**config.mk**
```make
export PLATFORM = sky130hd
export DESIGN_NAME = weather_frame_bcd_decoder
export DESIGN_NICKNAME = d
export VERILOG_FILES = /design/src/rtl/wfbd_pkg.sv /design/src/rtl/weather_frame_bcd_decoder.sv /design/src/rtl/wfbd_capture.sv /design/src/rtl/wfbd_decode.sv
export SDC_FILE = /design/constraint.sdc
export NUM_CORES = 1
export LEC_CHECK = 0
export BUFFER_PORTS_ARGS = -buffer_cell sky130_fd_sc_hd__buf_4
export CORE_MARGIN = 1.5
export CORE_UTILIZATION = 60
export DETAILED_ROUTE_END_ITERATION = 6
export PLACE_DENSITY = 0.9
export SLEW_MARGIN = 20
export SYNTH_ARGS = -nofsm -noshare
export SYNTH_HDL_FRONTEND = slang
export SYNTH_SLANG_ARGS = --single-unit
```
**constraint.sdc**
```tcl
create_clock -name aclk -period 6.52 [get_ports aclk]
set_input_delay 0 -clock aclk [delete_from_list [all_inputs] [get_ports aclk]]
set_output_delay 0 -clock aclk [all_outputs]
set_load 0.01 [all_outputs]
```
**src/rtl/wfbd_pkg.sv**
```systemverilog
// shared types and constants for the weather frame decoder
// no dependencies
package wfbd_pkg;

    localparam int FrameLen = 26;
    localparam int HalfLen  = 13;
    localparam int CountW   = 5;
    localparam int TdataW   = 80;

    // whole frame, byte 0 in the lowest lane
    typedef logic [FrameLen-1:0][7:0] frame_t;

    // decoded result of one frame
    typedef struct packed {
        logic        frame_ok;
        logic [7:0]  sensor_id;
        logic        battery_low;
        logic        temp_valid;
        logic [11:0] temp_tenths;
        logic        hum_valid;
        logic [6:0]  humidity_pct;
        logic [11:0] gust_tenths;
        logic [10:0] wind_avg_tenths;
        logic [3:0]  wind_dir_index;
        logic [14:0] rain_tenths;
    } result_t;

endpackage

```
**src/rtl/weather_frame_bcd_decoder.sv**
```systemverilog
// top level of the weather frame decoder: stream ports and result register
// depends on wfbd_pkg, wfbd_capture and wfbd_decode
//
// One frame byte is taken per clock cycle while s_tready is high; a byte
// with s_tuser high starts a new frame and drops any unfinished one, and
// bytes outside a frame are dropped silently. The 26th byte sets a
// frame-complete flag; once the result register is free, the check and
// bcd decode, done in one pass over the stored frame, load the result
// register and m_tvalid rises. s_tready falls only while a complete frame
// waits for the result register, which holds an earlier result not yet taken;
// otherwise the block keeps taking one byte every cycle while a result waits.
module weather_frame_bcd_decoder
    import wfbd_pkg::*;
(
    input  logic              aclk,
    input  logic              aresetn,
    input  logic              s_tvalid,
    output logic              s_tready,
    input  logic [7:0]        s_tdata,   // data_byte[7:0]
    input  logic              s_tuser,   // frame_start
    output logic              m_tvalid,
    input  logic              m_tready,
    // frame_ok[0], sensor_id[8:1], battery_low[9], temp_valid[10],
    // temp_tenths[22:11], hum_valid[23], humidity_pct[30:24],
    // gust_tenths[42:31], wind_avg_tenths[53:43], wind_dir_index[57:54],
    // rain_tenths[72:58], zero fill[79:73]
    output logic [TdataW-1:0] m_tdata
);

    frame_t  frame;
    logic    pending;
    logic    in_accept;
    logic    result_load;
    result_t res;
    result_t res_reg;
    logic    m_tvalid_reg, m_tvalid_next;

    // a finished frame moves on when the result register is free
    assign result_load = pending && (!m_tvalid_reg || m_tready);
    assign s_tready    = !pending || result_load;
    assign in_accept   = s_tvalid && s_tready;

    wfbd_capture u_capture (
        .aclk        (aclk),
        .aresetn     (aresetn),
        .in_accept   (in_accept),
        .data_byte   (s_tdata),
        .frame_start (s_tuser),
        .result_load (result_load),
        .frame       (frame),
        .pending     (pending)
    );

    wfbd_decode u_decode (
        .frame (frame),
        .res   (res)
    );

    // output valid
    always_comb begin
        m_tvalid_next = m_tvalid_reg;
        if (result_load) begin
            m_tvalid_next = 1'b1;
        end else if (m_tready) begin
            m_tvalid_next = 1'b0;
        end
    end

    always_ff @(posedge aclk) begin
        if (!aresetn) begin
            m_tvalid_reg <= 1'b0;
        end else begin
            m_tvalid_reg <= m_tvalid_next;
        end
    end

    // result payload
    always_ff @(posedge aclk) begin
        if (result_load) begin
            res_reg <= res;
        end
    end

    assign m_tvalid = m_tvalid_reg;
    assign m_tdata  = {7'd0,
                       res_reg.rain_tenths,
                       res_reg.wind_dir_index,
                       res_reg.wind_avg_tenths,
                       res_reg.gust_tenths,
                       res_reg.humidity_pct,
                       res_reg.hum_valid,
                       res_reg.temp_tenths,
                       res_reg.temp_valid,
                       res_reg.battery_low,
                       res_reg.sensor_id,
                       res_reg.frame_ok};

endmodule

```
**src/rtl/wfbd_capture.sv**
```systemverilog
// frame capture: byte counter, frame store and frame-complete flag
// depends on wfbd_pkg
module wfbd_capture
    import wfbd_pkg::*;
(
    input  logic       aclk,
    input  logic       aresetn,
    input  logic       in_accept,
    input  logic [7:0] data_byte,
    input  logic       frame_start,
    input  logic       result_load,
    output frame_t     frame,
    output logic       pending
);

    logic [CountW-1:0] count_reg, count_next;
    logic [CountW-1:0] slot;
    logic              slot_open;
    logic              pending_reg, pending_next;
    frame_t            frame_reg;

    // a start byte always goes to position zero
    assign slot      = frame_start ? '0 : count_reg;
    assign slot_open = (slot < CountW'(FrameLen));

    // next count and frame-complete flag
    always_comb begin
        count_next   = count_reg;
        pending_next = pending_reg;
        if (result_load) begin
            pending_next = 1'b0;
        end
        if (in_accept && slot_open) begin
            count_next = slot + 1'b1;
            if (slot == CountW'(FrameLen - 1)) begin
                pending_next = 1'b1;
            end
        end
    end

    // control state
    always_ff @(posedge aclk) begin
        if (!aresetn) begin
            count_reg   <= CountW'(FrameLen);
            pending_reg <= 1'b0;
        end else begin
            count_reg   <= count_next;
            pending_reg <= pending_next;
        end
    end

    // frame store, no reset needed
    always_ff @(posedge aclk) begin
        if (in_accept && slot_open) begin
            frame_reg[slot] <= data_byte;
        end
    end

    assign frame   = frame_reg;
    assign pending = pending_reg;

endmodule

```
**src/rtl/wfbd_decode.sv**
```systemverilog
// integrity check and bcd field decode of one stored frame
// depends on wfbd_pkg
module wfbd_decode
    import wfbd_pkg::*;
(
    input  frame_t  frame,
    output result_t res
);

    logic        ok;
    logic [10:0] temp_mag;
    logic [11:0] temp_signed;
    logic        temp_ok;
    logic [7:0]  hum_sum;
    logic        hum_ok;
    logic [10:0] wavg_sum;
    logic [14:0] rain_sum;

    // every byte of the first half must be the complement of its partner
    always_comb begin
        ok = 1'b1;
        for (int i = 0; i < HalfLen; i++) begin
            if ((frame[i] ^ frame[i + HalfLen]) != 8'hff) begin
                ok = 1'b0;
            end
        end
    end

    // temperature, negative when the sign nibble is nonzero
    assign temp_mag = 11'(frame[20][3:0]) + 11'(frame[20][7:4]) * 11'd10
                    + 11'(frame[21][3:0]) * 11'd100;
    assign temp_signed = (frame[25][3:0] != 4'h0) ? (12'd0 - {1'b0, temp_mag})
                                                   : {1'b0, temp_mag};
    assign temp_ok = (frame[20][3:0] <= 4'd9);

    // humidity in percent
    assign hum_sum = 8'(frame[22][3:0]) + 8'(frame[22][7:4]) * 8'd10;
    assign hum_ok  = (frame[22][3:0] <= 4'd9) && (hum_sum <= 8'd100);

    // wind average and rain from bcd nibbles
    assign wavg_sum = 11'(frame[18][3:0]) + 11'(frame[18][7:4]) * 11'd10
                    + 11'(frame[19][3:0]) * 11'd100;
    assign rain_sum = 15'(frame[23][3:0]) + 15'(frame[23][7:4]) * 15'd10
                    + 15'(frame[24][3:0]) * 15'd100
                    + 15'(frame[24][7:4]) * 15'd1000;

    // result, all zero on a failed check
    always_comb begin
        res = '0;
        if (ok) begin
            res.frame_ok        = 1'b1;
            res.sensor_id       = frame[14];
            res.battery_low     = frame[25][7];
            res.temp_valid      = temp_ok;
            res.temp_tenths     = temp_ok ? temp_signed : 12'd0;
            res.hum_valid       = hum_ok;
            res.humidity_pct    = hum_ok ? hum_sum[6:0] : 7'd0;
            res.gust_tenths     = {frame[17][3:0], frame[16]};
            res.wind_avg_tenths = wavg_sum;
            res.wind_dir_index  = frame[17][7:4];
            res.rain_tenths     = rain_sum;
        end
    end

endmodule

```
# [Yosys cells after proc, flatten, opt, wreduce, memory -nomap -nowiden]
# Index checks and enable logic that the tools add are counted.
[totals] wordCells=132 output_inout_bits=82 inputBits=13 reg_bits=288
[op_classes] n_mux=26 addsub=10 mul=8 bitwise_logic=13 eq_ne=14 n_lt_le_gt_ge=6 reduce_logical=14
[op_table] operator="$bwmux W208" n=1
[op_table] operator="$ne A8 B8 Y1 const B" n=13
[op_table] operator="$xor A8 B8 Y8" n=13
[op_table] operator="$mux W73" n=1
[op_table] operator="$demux W8 S5" n=1
[op_table] operator="$mul A4 B3 Y7 const B" n=4
[op_table] operator="$add A4 B8 Y9" n=3
[op_table] operator="$mul A4 B5 Y9 const B" n=3
[op_table] operator="$mux W12" n=2
[op_table] operator="$add A11 B11 Y11" n=2
[op_table] operator="$mux W1" n=18
[op_table] operator="$add A15 B11 Y15" n=1
[op_table] operator="$add A15 B14 Y15" n=1
[op_table] operator="$sub A1 B11 Y12 const A" n=1
[op_table] operator="$mul A4 B7 Y11 const B" n=1
[op_table] operator="$add A4 B8 Y8" n=1
[op_table] operator="$le A4 B4 Y1 const B" n=2
[op_table] operator="$le A8 B7 Y1 const B" n=1
[op_table] operator="$mux W8" n=1
[op_table] operator="$mux W7" n=1
[op_table] operator="$lt A5 B6 Y1 const B" n=1
[op_table] operator="$add A5 B1 Y5 const B" n=1
[op_table] operator="$eq A5 B5 Y1 const B" n=1
[op_table] operator="$ge A5 B1 Y1 const B" n=1
[op_table] operator="other kinds (9)" n=16

# [Longest topological paths before layout]
[logic_depth] depth_word=16 ltp_mapped=17 mapped_depth_nobuf=17

# [Hierarchy]
# Synthesis repeated with hierarchy kept, for this count alone.
[hier_totals] hier_cells=1012 area_unflattened_um2=14295.0
[by_module_without_submodules] mod="wfbd_capture" n_inst=1 cells_per_inst=293 seq_area_each_um2=6366.1 area_each_um2=6829.0
[by_module_without_submodules] mod="wfbd_decode" n_inst=1 cells_per_inst=632 seq_area_each_um2=0.0 area_each_um2=5158.7
[by_module_without_submodules] mod="weather_frame_bcd_decoder" n_inst=1 cells_per_inst=87 seq_area_each_um2=2212.1 area_each_um2=2307.2

# [Least setup slack after synthesis]
# OpenSTA, ideal clock, no wires.
[synth_path] path_type="register -> register" start="register m_tvalid_reg, in the netlist m_tvalid" end="register res_reg, in the netlist m_tdata[0], enable pin" t_required_ps=6007 path_buffers=0 path_stages_with_launch=3 slack_ps=2273 arrival_ps=3733 synth_period_minus_slack_ps=4247 setup_ps=513 path_cell_list="dfxtp_1 -> nor2b_1 -> nor2b_1"
[synth_via] elab_chain_len=3
[synth_lines] element="start: declaration" line_no="weather_frame_bcd_decoder.sv:36" text="logic m_tvalid_reg, m_tvalid_next;"
[synth_lines] element="start signal: assignment" line_no="weather_frame_bcd_decoder.sv:73" text="m_tvalid_reg <= m_tvalid_next;"
[synth_lines] element="$logic_not A1 Y1" line_no="weather_frame_bcd_decoder.sv:39" text="assign result_load = pending && (!m_tvalid_reg || m_tready);"
[synth_lines] element="$logic_or A1 B1 Y1" line_no="weather_frame_bcd_decoder.sv:39"
[synth_lines] element="$logic_and A1 B1 Y1" line_no="weather_frame_bcd_decoder.sv:39"
[synth_lines] element="end signal: assignment" line_no="weather_frame_bcd_decoder.sv:80" text="res_reg <= res;"
[synth_lines] element="end: declaration" line_no="weather_frame_bcd_decoder.sv:35" text="result_t res_reg;"
# Every way passes these cells.
# A chain may end at the register's enable or synchronous reset.

# [Worst setup path after layout]
[layout_path] start="register u_capture.frame_reg, in the netlist u_capture.frame[198]" end="register res_reg, in the netlist m_tdata[71] (data pin)"
[layout_via] elab_chain_len=4 elab_cells_between_ends=6 cone_classes="add/sub: 1; mul: 1; eq/ne: 1; mux: 2; bitwise: 1"
[layout_lines] element="start: declaration" line_no="wfbd_capture.sv:20" text="frame_t frame_reg;"
[layout_lines] element="start signal: indexed assignment" line_no="wfbd_capture.sv:55" text="frame_reg[slot] <= data_byte;"
[layout_lines] element="parallel branches: the longest is 4 deep, another holds $add A15 B14 Y15"
# Parallel ways; which one is timed is not known.

==> impl_results.md <==
- Tmin final: 4.51 ns
- Area grow syn2layout: 15.5%
- Clock skew: 0.0212 ns
- Leakage power: 6.54 nW
- Final Setup Violations: 0
- Max VDD drop: 232 µV
- Vias in the first global route: 8657
- Layout net count: 1298
- Max reg flops: around 210
- Total Neg Setup Slack: 0 ns
- Register area share after synthesis: between 60% and 70%
- First-pass GRT wire length: 46200 µm
- Post-synth EDFFs: 281
- Min-delay worst type: primary input to flip-flop
- Count of input and output buffers: 87
- Hold Crit Start: aresetn
- Hold EP: m_tvalid$_SDFFE_PN0P_
- Die width: 157 µm
- Bufs on Longest Clock Path: 3
- Clock Latency Late Sink: 0.54 ns
- Vert. Die Dim: ~160 µm
- Initial antenna violation count: 0
- IO Pins: 95
- Synth top area share: 59.2%
- CP max FO: 7
- Drt drc: 0
- Critical R2R Capture: m_tdata[71]$_SDFFCE_PN0P_
- Yosys cell types: 54
- Largest net degree at the start of global routing: 74
- Number of synthesized register bits: 288
- Drt wl/cell: roughly 20 µm
- Max Slew Vio Count: 0
- Mapped Cells: 1035
- H-tree lvl count: 1
- Startpoint Class: flip-flop
- CTS root buf: clkbuf_16
- Routability Congestion: 0.879
- Drt first pass iters: 5
- CTS tree: done
- Synthesized area: approximately 14000 µm²
- Req. time, crit path: 6.82 ns
- Worst slew margin: 29.4%
- CP Capture Type: flip-flop
- Post-CTS setup buffers: 0
- Reg2Reg Setup Slack: 2.01 ns
- Sinks on the clock net: roughly 290
- Crit share post-route: 69.2%
- CP Data Arrival Time: between 4 and 5 ns
- Max Clk Rate: roughly 220 MHz
- R2r startpoint: u_capture.frame[198]$_DFFE_PP_
- Worst path max stage delay: 0.67 ns
- R2r worst-path depth: 15
- FP Rows: 56
- Least-Margin Pin Slew: about 1.1 ns
- YS warnings: 0
- Hold depth: 3
- Final wirelength: 30400 µm
- PD cells: 253 nW/µm²
- Status: finished, final reports clean
- Reg clk slew, reported paths: 0.07 ns
- Asr flop ratio synth: 0%
- Top cells by area, synth: edfxtp_1, ha_1, xor2_1, xnor2_1, fa_1
- WS Path Type: flip-flop to flip-flop
- RSZ-0062 raised after global routing: no
- DP HPWL: around 20000 µm
- Slowest library cell on the worst path: fa_1
- Worst hold margin: ~0.28 ns
- Vias after detailed routing: between 8000 and 9000
- Die Area: 24700 µm²
- Max Cap Viol: 0
- Tot GR Track Use: 25.0%
- Gr ovfl total: 0
- CP cell instances: fa_1 -> inv_1 -> fa_1 -> inv_1 -> ha_1 -> a21o_1 -> a21o_1 -> xor2_1 -> ha_1 -> ha_1 -> a21o_1 -> o21ai_0 -> a21oi_1 -> xnor3_1 -> and2_1
- ANT cells: 0
- Synth area leader: edfxtp_1
- Syn Area/Cell: 13.8 µm²
- Via density: between 5 and 6
- Layout cells sized above 1: 11.7%
- Final instance area: 16500 µm²
- Primary FF master, synth: edfxtp_1
- Post-route ant nets: 0
- Starting DRT DRC Count: 881
- Core area: 23400 µm²
- Fin. Hold Viols: 0
- Dpl cell area: 15300 µm²
- Starting Density: 60.9%
- Total CTS buffers: 28
critical path, delay by kind of cell (launching register included):
kind	cells	cell delay, ns
simple gates	1	0.16
buf+inv	2	0.13
xor+xnor	2	0.34
flops	1	0.54
fa+ha+maj	5	2.17
compound gates	5	0.95
per-layer routing:
layer | global-route usage, % | up-vias | routed length (µm)
met2 | 44.8 | 402 | 15600
met4 | 8.94 | 0 | 951
met5 | 0 | - | 0
met1 | 30.4 | 4219 | 11400
met3 | 4.27 | 67 | 2440
li1 | - | 3947 | -
metrics by stage:
stage | power (W) | std cells | utilization (%) | worst slack [ns]
2_1_floorplan | 0.00226 | 1041 | - | 2.27
3_3_place_gp | 0.00232 | 1432 | 65.2 | 2.13
3_5_place_dp | 0.00233 | 1432 | 65.2 | 2.04
4_1_cts | 0.00415 | 1497 | 70.3 | 2.01
5_1_grt | 0.00426 | 1497 | 70.4 | 1.74
6_report | 0.00416 | 1497 | 70.4 | 2.01
how the worst max path moves through the flow:
stage	start	to
floorplan	m_tvalid$_SDFFE_PN0P_	m_tdata[0]$_DFFE_PP_
global placement	u_capture.frame[198]$_DFFE_PP_	m_tdata[71]$_SDFFCE_PN0P_
detailed placement	u_capture.frame[198]$_DFFE_PP_	m_tdata[71]$_SDFFCE_PN0P_
CTS	u_capture.frame[198]$_DFFE_PP_	m_tdata[71]$_SDFFCE_PN0P_
global route	u_capture.frame[198]$_DFFE_PP_	m_tdata[71]$_SDFFCE_PN0P_
finish	u_capture.frame[198]$_DFFE_PP_	m_tdata[71]$_SDFFCE_PN0P_
Yosys cell counts, drive strengths merged, types with 7 or more instances:
master,instances
fa,27
dfxtp,7
xnor2,74
nand3,9
inv,77
nor2,67
a21o,16
o21ai,29
edfxtp,281
clkbuf,8
nor4,19
a31oi,8
nor3,13
nand4,19
nor2b,19
a21oi,33
buf,9
nand2b,7
xor2,86
and2,44
ha,101
nand2,27
power by group:
group / internal (W) / switching [W] / leakage (nW)
combinational: 0.000105 / 0.000153 / 3.25
sequential: 0.00204 / 0.0000102 / 2.78
clock: 0.00117 / 0.000686 / 0.515
total: 0.00331 / 0.000849 / 6.54
cells in the final DEF (no fill, tap or decap), types with 6 or more instances in the layout:
master and instances:
conb_1 7, nor2_1 67, ha_1 101, a21o_1 16
buf_4 89, dlygate4sd3_1 14, a21oi_1 33, o21ai_0 29
nor4_1 17, a31oi_1 8, nand4_1 19, nand2_1 27
nor2b_1 18, fa_1 27, nand2b_1 7, xor2_1 86
o21a_1 6, bufinv_16 9, nor3_1 13, inv_1 77
dfxtp_1 7, edfxtp_1 281, xnor2_1 74, clkbuf_16 29
and2_1 44, nand3_1 9
kinds of logic (layout without fill, tap and decap cells):
family                   count (synthesis)  after routing  share of synthesized area [%]
multiplexers                             3              3                          0.211
adder cells (fa/ha/maj)                128            128                           12.7
XOR/XNOR                               161            161                           9.99
flip-flops                             288            288                           60.2
buffers and inverters                   94            231                           2.68
AO/OA/AOI/OAI                          112            112                           4.85
AND/OR/NAND/NOR                        248            248                           9.40
other                                    1              7                         0.0263
final cells by class:
class / instances / area (µm²)
Clock buffer: 33 / 741
Clock inverter: 18 / 322
Fill cell: 1479 / 6940
Inverter: 77 / 289
Multi-Input combinational cell: 659 / 5330
Sequential cell: 288 / 8580
Tap cell: 319 / 399
Timing Repair Buffer: 103 / 808
what timing repair did:
item                                    CTS  global route
endpoints found under the setup margin    0             0
gates resized for setup                   0             0
hold buffers                             14             0
endpoints found under the hold margin   215             0
(Power assumes the default switching activity.)
